### config.mk
export PLATFORM = sky130hd
export DESIGN_NAME = ttpfb_ctrl
export DESIGN_NICKNAME = d
export VERILOG_FILES = /design/src/hw/rtl/ttpfb_pkg.sv /design/src/hw/rtl/ttpfb_ctrl.sv
export SDC_FILE = /design/constraint.sdc
export NUM_CORES = 1
export LEC_CHECK = 0
export ABC_AREA = 0
export BUFFER_PORTS_ARGS = -buffer_cell sky130_fd_sc_hd__buf_2
export CAP_MARGIN = 20
export CORE_AREA = 3 3 40 42
export DETAILED_ROUTE_END_ITERATION = 12
export DIE_AREA = 0 0 43 45
export PLACE_DENSITY = 0.44
export SETUP_SLACK_MARGIN = 0.02
export SLEW_MARGIN = 20
export SYNTH_ARGS = -nofsm -noshare
export SYNTH_HDL_FRONTEND = slang
export SYNTH_SLANG_ARGS = --single-unit
### constraint.sdc
create_clock -name clock -period 2.5 [get_ports clock]
set_input_delay 0.125 -clock clock [delete_from_list [all_inputs] [get_ports clock]]
set_output_delay 0.125 -clock clock [all_outputs]
set_load 0.05 [all_outputs]
### src/hw/rtl/ttpfb_pkg.sv
// Package for the text-to-page framebuffer: transfer structs, opcodes, controller states,
// command/status groups and the 5x7 font table with its character lookup.
// No dependencies.
package ttpfb_pkg;

   localparam int PAGES_DEF    = 8;
   localparam int COLUMNS_DEF  = 128;
   localparam int GLYPH_WIDTH  = 5;
   localparam int CELL_WIDTH   = 6;
   localparam int GLYPH_COUNT  = 43;
   localparam int GLYPH_IDX_W  = 6;
   localparam int COL_W        = 9;
   localparam int PAGE_W       = 4;
   localparam int ADDR_W       = 10;
   localparam int CODE_W       = 8;
   localparam int DATA_W       = 8;

   localparam logic [CODE_W-1:0] NEWLINE_CODE = 8'd10;

   localparam logic [GLYPH_IDX_W-1:0] G_BLANK    = 6'd36;
   localparam logic [GLYPH_IDX_W-1:0] G_DASH     = 6'd37;
   localparam logic [GLYPH_IDX_W-1:0] G_DOT      = 6'd38;
   localparam logic [GLYPH_IDX_W-1:0] G_COLON    = 6'd39;
   localparam logic [GLYPH_IDX_W-1:0] G_SLASH    = 6'd40;
   localparam logic [GLYPH_IDX_W-1:0] G_UNDER    = 6'd41;
   localparam logic [GLYPH_IDX_W-1:0] G_FALLBACK = 6'd42;

   typedef enum logic [1:0] {
      OP_BEGIN = 2'd0,
      OP_PLACE = 2'd1,
      OP_READ  = 2'd2
   } opcode_type;

   typedef enum logic [2:0] {
      ST_INIT,
      ST_IDLE,
      ST_CLEAR,
      ST_DRAW,
      ST_RESP
   } state_type;

   typedef struct packed {
      logic [1:0]        opcode;
      logic [CODE_W-1:0] char_code;
      logic [ADDR_W-1:0] read_address;
   } req_type;

   typedef struct packed {
      logic [DATA_W-1:0] read_data;
      logic              char_drawn;
      logic              text_full;
   } rsp_type;

   typedef struct packed {
      logic accept;
      logic sweep;
      logic draw;
   } cmd_type;

   typedef struct packed {
      logic will_draw;
      logic sweep_last;
      logic draw_last;
   } status_type;

   localparam logic [DATA_W-1:0] FONT_ROM [GLYPH_COUNT][GLYPH_WIDTH] = '{
      '{8'h3E,8'h51,8'h49,8'h45,8'h3E}, '{8'h00,8'h42,8'h7F,8'h40,8'h00},
      '{8'h42,8'h61,8'h51,8'h49,8'h46}, '{8'h21,8'h41,8'h45,8'h4B,8'h31},
      '{8'h18,8'h14,8'h12,8'h7F,8'h10}, '{8'h27,8'h45,8'h45,8'h45,8'h39},
      '{8'h3C,8'h4A,8'h49,8'h49,8'h30}, '{8'h01,8'h71,8'h09,8'h05,8'h03},
      '{8'h36,8'h49,8'h49,8'h49,8'h36}, '{8'h06,8'h49,8'h49,8'h29,8'h1E},
      '{8'h7E,8'h11,8'h11,8'h11,8'h7E}, '{8'h7F,8'h49,8'h49,8'h49,8'h36},
      '{8'h3E,8'h41,8'h41,8'h41,8'h22}, '{8'h7F,8'h41,8'h41,8'h22,8'h1C},
      '{8'h7F,8'h49,8'h49,8'h49,8'h41}, '{8'h7F,8'h09,8'h09,8'h09,8'h01},
      '{8'h3E,8'h41,8'h49,8'h49,8'h7A}, '{8'h7F,8'h08,8'h08,8'h08,8'h7F},
      '{8'h00,8'h41,8'h7F,8'h41,8'h00}, '{8'h20,8'h40,8'h41,8'h3F,8'h01},
      '{8'h7F,8'h08,8'h14,8'h22,8'h41}, '{8'h7F,8'h40,8'h40,8'h40,8'h40},
      '{8'h7F,8'h02,8'h0C,8'h02,8'h7F}, '{8'h7F,8'h04,8'h08,8'h10,8'h7F},
      '{8'h3E,8'h41,8'h41,8'h41,8'h3E}, '{8'h7F,8'h09,8'h09,8'h09,8'h06},
      '{8'h3E,8'h41,8'h51,8'h21,8'h5E}, '{8'h7F,8'h09,8'h19,8'h29,8'h46},
      '{8'h46,8'h49,8'h49,8'h49,8'h31}, '{8'h01,8'h01,8'h7F,8'h01,8'h01},
      '{8'h3F,8'h40,8'h40,8'h40,8'h3F}, '{8'h1F,8'h20,8'h40,8'h20,8'h1F},
      '{8'h3F,8'h40,8'h38,8'h40,8'h3F}, '{8'h63,8'h14,8'h08,8'h14,8'h63},
      '{8'h07,8'h08,8'h70,8'h08,8'h07}, '{8'h61,8'h51,8'h49,8'h45,8'h43},
      '{8'h00,8'h00,8'h00,8'h00,8'h00},
      '{8'h08,8'h08,8'h08,8'h08,8'h08},
      '{8'h00,8'h60,8'h60,8'h00,8'h00},
      '{8'h00,8'h36,8'h36,8'h00,8'h00},
      '{8'h20,8'h10,8'h08,8'h04,8'h02},
      '{8'h40,8'h40,8'h40,8'h40,8'h40},
      '{8'h02,8'h01,8'h59,8'h09,8'h06}
   };

   function automatic logic [GLYPH_IDX_W-1:0] glyph_index(input logic [CODE_W-1:0] code);
      logic [CODE_W-1:0]      c;
      logic [GLYPH_IDX_W-1:0] g;
      c = code;
      if (c >= "a" && c <= "z") begin
         c = c - 8'd32;
      end
      if (c == " ") begin
         g = G_BLANK;
      end else if (c >= "0" && c <= "9") begin
         g = GLYPH_IDX_W'(c - "0");
      end else if (c >= "A" && c <= "Z") begin
         g = GLYPH_IDX_W'(c - "A") + 6'd10;
      end else if (c == "-") begin
         g = G_DASH;
      end else if (c == ".") begin
         g = G_DOT;
      end else if (c == ":") begin
         g = G_COLON;
      end else if (c == "/") begin
         g = G_SLASH;
      end else if (c == "_") begin
         g = G_UNDER;
      end else begin
         g = G_FALLBACK;
      end
      return g;
   endfunction

   function automatic logic [DATA_W-1:0] font_column(input logic [GLYPH_IDX_W-1:0] g,
                                                      input logic [2:0] col);
      logic [DATA_W-1:0] d;
      d = '0;
      if (g < GLYPH_IDX_W'(GLYPH_COUNT) && col < 3'(GLYPH_WIDTH)) begin
         d = FONT_ROM[g][col];
      end
      return d;
   endfunction

endpackage

### src/hw/rtl/ttpfb_ctrl.sv
// Controller state machine of the text-to-page framebuffer.
// Depends on ttpfb_pkg (states, opcodes, command and status groups).
module ttpfb_ctrl (
   input  logic                 clock,
   input  logic                 reset,
   input  logic                 start,
   input  logic [1:0]           opcode,
   input  ttpfb_pkg::status_type status,
   output logic                 busy,
   output logic                 rsp_valid,
   output ttpfb_pkg::cmd_type   cmd
);

   ttpfb_pkg::state_type state_ff, state_in;

   always_ff @(posedge clock) begin
      if (reset) begin
         state_ff <= ttpfb_pkg::ST_INIT;
      end else begin
         state_ff <= state_in;
      end
   end

   always_comb begin
      state_in = state_ff;
      unique case (state_ff)
         ttpfb_pkg::ST_INIT: begin
            if (status.sweep_last) begin
               state_in = ttpfb_pkg::ST_IDLE;
            end
         end
         ttpfb_pkg::ST_IDLE: begin
            if (start) begin
               if (opcode == ttpfb_pkg::OP_BEGIN) begin
                  state_in = ttpfb_pkg::ST_CLEAR;
               end else if (opcode == ttpfb_pkg::OP_PLACE && status.will_draw) begin
                  state_in = ttpfb_pkg::ST_DRAW;
               end else begin
                  state_in = ttpfb_pkg::ST_RESP;
               end
            end
         end
         ttpfb_pkg::ST_CLEAR: begin
            if (status.sweep_last) begin
               state_in = ttpfb_pkg::ST_RESP;
            end
         end
         ttpfb_pkg::ST_DRAW: begin
            if (status.draw_last) begin
               state_in = ttpfb_pkg::ST_RESP;
            end
         end
         ttpfb_pkg::ST_RESP: begin
            state_in = ttpfb_pkg::ST_IDLE;
         end
         default: begin
            state_in = ttpfb_pkg::ST_INIT;
         end
      endcase
   end

   always_comb begin
      busy       = (state_ff != ttpfb_pkg::ST_IDLE);
      rsp_valid  = (state_ff == ttpfb_pkg::ST_RESP);
      cmd.accept = (state_ff == ttpfb_pkg::ST_IDLE) && start;
      cmd.sweep  = (state_ff == ttpfb_pkg::ST_INIT) || (state_ff == ttpfb_pkg::ST_CLEAR);
      cmd.draw   = (state_ff == ttpfb_pkg::ST_DRAW);
   end

endmodule

==> out/results.ini <==
[global_route]
grt_start_max_net_pins=9
antenna_found_initial=0
grt_pass1_wl_um=793
overflow=0
track_usage_pct=6.156
grt_pass1_vias=188

[pwr]
clockPowerShare_pct=35.0
power.switching_mw=0.09320
p_total_mw=0.2416
p_sw_share_pct=38.57
pwr-share-comb_pct=36.9
powerDensity_nw_per_um2=726.0
power.static_leakage_nw=0.1573
vdd_drop_max_v=0.0001606
internal_power_mw=0.1484
pwr-share-seq_pct=28.1

[synth]
synthMuxAreaShare_pct=8.000
yosysTopAreaCell=dfxtp_1
ys_seq_area_share_pct=24.00
ys_ff_latch=3
ys_warn_count=0
synthFlopType=dfxtp_1
synth_top_area_share_pct=24.00
synth_cell_types=20
synthXorXnorAreaFrac_pct=0
syn_area_um2=250.2
synth-compound-area-share_pct=21.50
ys_top_cells_by_count=3 x dfxtp_1, 3 x nor2_1, 2 x buf_6, 2 x mux2i_1
synth_enable_flop_cells=0
synthAdderAreaFrac_pct=0
synth_top_family_by_area=simple AND/OR/NAND/NOR gates
netlist_instances=26
synth_nets=34
yosys.area_share.simple_pct=36.00
synth_area_per_cell_um2=9.625
synthTopCellsByArea=dfxtp_1 24%, buf_6 9.0%, mux2i_1 8.0%
synthArstFlopShare_pct=0

[setup_path]
critical-path-max-stage-delay_ps=460
critPathKind=reg2out
crit_buf_inv=1
ff2ff_path_depth=3
worst_path_max_delay_cell=dfxtp_1
crit_fanout=8
end_kind=output pin
crit_family=flip-flops
cp_cell_sequence=nor3b_4 > and2_2 > buf_2
timing.rr.end=state_ff[1]
reg2reg_from=state_ff[0]
required_ps=2380
critPathLaunchType=register
crit_arrival_ps=1350
rrSetupSlack_ps=1120

[flow_run]
maxCapViolations=0

[hold_path]
worstHoldPathCells=2
hp-start=reset
holdPathEnd=state_ff[1]
hold_class=in2reg

[drt]
vias=226
firstDrtPassIters=2
vias_per_cell=4.109
drtAntennaViolNets=0
route.detailed.drc=0
wl_per_cell_um=9.200
drt_iter0_drc=1
wirelength_um=506

[clock_tree]
cts_buffers=3
cts_hold_buf=0
cts.sinks=3
cts.htree.levels=1
clk_pin_slew_ps=40
cts_resized=0
clock_latency_ps=230
cts_tree=built
root_buffer=clkbuf_4
post_cts_buffers=0
cts_buffer_depth=2

[floorplanning]
dieWidth_um=43
start_util_pct=19.47
coreArea_um2=1285
dieArea_um2=1935
die_h_um=45
rows=13
ios=13

[layout]
largest_reg_flops=3
area_delta_synth_final_pct=33.00
fin_nets=49
multi_input_area_um2=163.9
fin_cells=55
nFillCells=135
reg.largest.list=state_ff x3
drive_gt1_share_pct=47.50
num_antenna_cells=0
regArea_um2=60.06
regMostFlops=state_ff

[timing]
slew_headroom_pct=79.08
rsz0062_at_grt=no
worst_slack_ps=1023
layout_min_cycle_time_ps=1477
clock_skew_ps=1.379
clock.fmax_ghz=0.6770
drv_slew=0
tns_ps=0
hold_viol_final=0
setup_viol=0
worst_pin_slew_ps=313.4
post-route-period-util_pct=59.08
hold_ws_ps=84.92

[place]
dp_hpwl_um=409.8
dp_cells=51
place_ws_ps=1121
port_buffers=12
place_congestion=0.6616

[outcome]
status=finished, final reports clean

==> power by group through the flow <==
stage                     combinational [mW]  clock (mW)  sequential, mW
final                                 0.0892      0.0845          0.0679
after CTS                             0.0900      0.0915          0.0682
after global routing                  0.0963      0.0952          0.0692
after global placement                0.0910           0          0.0694
after floorplan                       0.0867           0          0.0593
after detailed placement              0.0899           0          0.0689
==> worst register-to-register path, delay by kind of cell, from the launching register on <==
kind / cells / cell delay [ps]
DFF: 1 / 460
and+or+nand+nor: 2 / 640
AOI/OAI and AO/OA: 1 / 200
==> how the worst max path moves through the flow <==
| stage | from | to | slack (ps) | cells past startpoint |
|---|---|---|---|---|
| 2_1_floorplan | state_ff[2] | rsp_valid | 740 | 1 |
| 3_3_place_gp | state_ff[0] | state_ff[1] | 1140 | 3 |
| 3_5_place_dp | state_ff[0] | state_ff[1] | 1120 | 3 |
| 4_1_cts | state_ff[0] | cmd[2] | 990 | 3 |
| 5_1_grt | state_ff[0] | cmd[2] | 930 | 3 |
| 6_report | state_ff[0] | cmd[2] | 1020 | 3 |
==> layer usage <==
layer | GRT usage, % | routed length [um] | up-vias
li1 | - | - | 125
met4 | 10.84 | 0 | 0
met5 | 0 | 0 | -
met3 | 1.594 | 40 | 0
met2 | 6.587 | 212 | 8
met1 | 7.212 | 254 | 93
==> cells in the final DEF, fill, tap and decap left out, types with 2 or more instances in the layout <==
master / count
dfxtp_1: 3
nor2_1: 3
mux2i_1: 2
buf_2: 12
clkbuf_4: 3
==> cell families after synthesis <==
kind of cell           after synthesis
AO/OA/AOI/OAI                        6
flip-flops                           3
AND/OR/NAND/NOR                     12
multiplexers                         2
buffers and inverters                3
==> through the flow <==
stage / cell area, um^2 / util, %
global placement: 306.5 / 23.86
floorplan: 250.2 / -
detailed placement: 306.5 / 23.86
finish: 332.8 / 25.90
global route: 332.8 / 25.90
CTS: 332.8 / 25.90
==> area by class of cell <==
cell class	instances	share of cell area, %
Clock buffer	4	7.895
Tap cell	15	5.639
Multi-Input combinational cell	20	49.25
Timing Repair Buffer	12	18.05
Inverter	1	1.128
Sequential cell	3	18.05
Note: power is estimated with default switching activity, not from simulation.
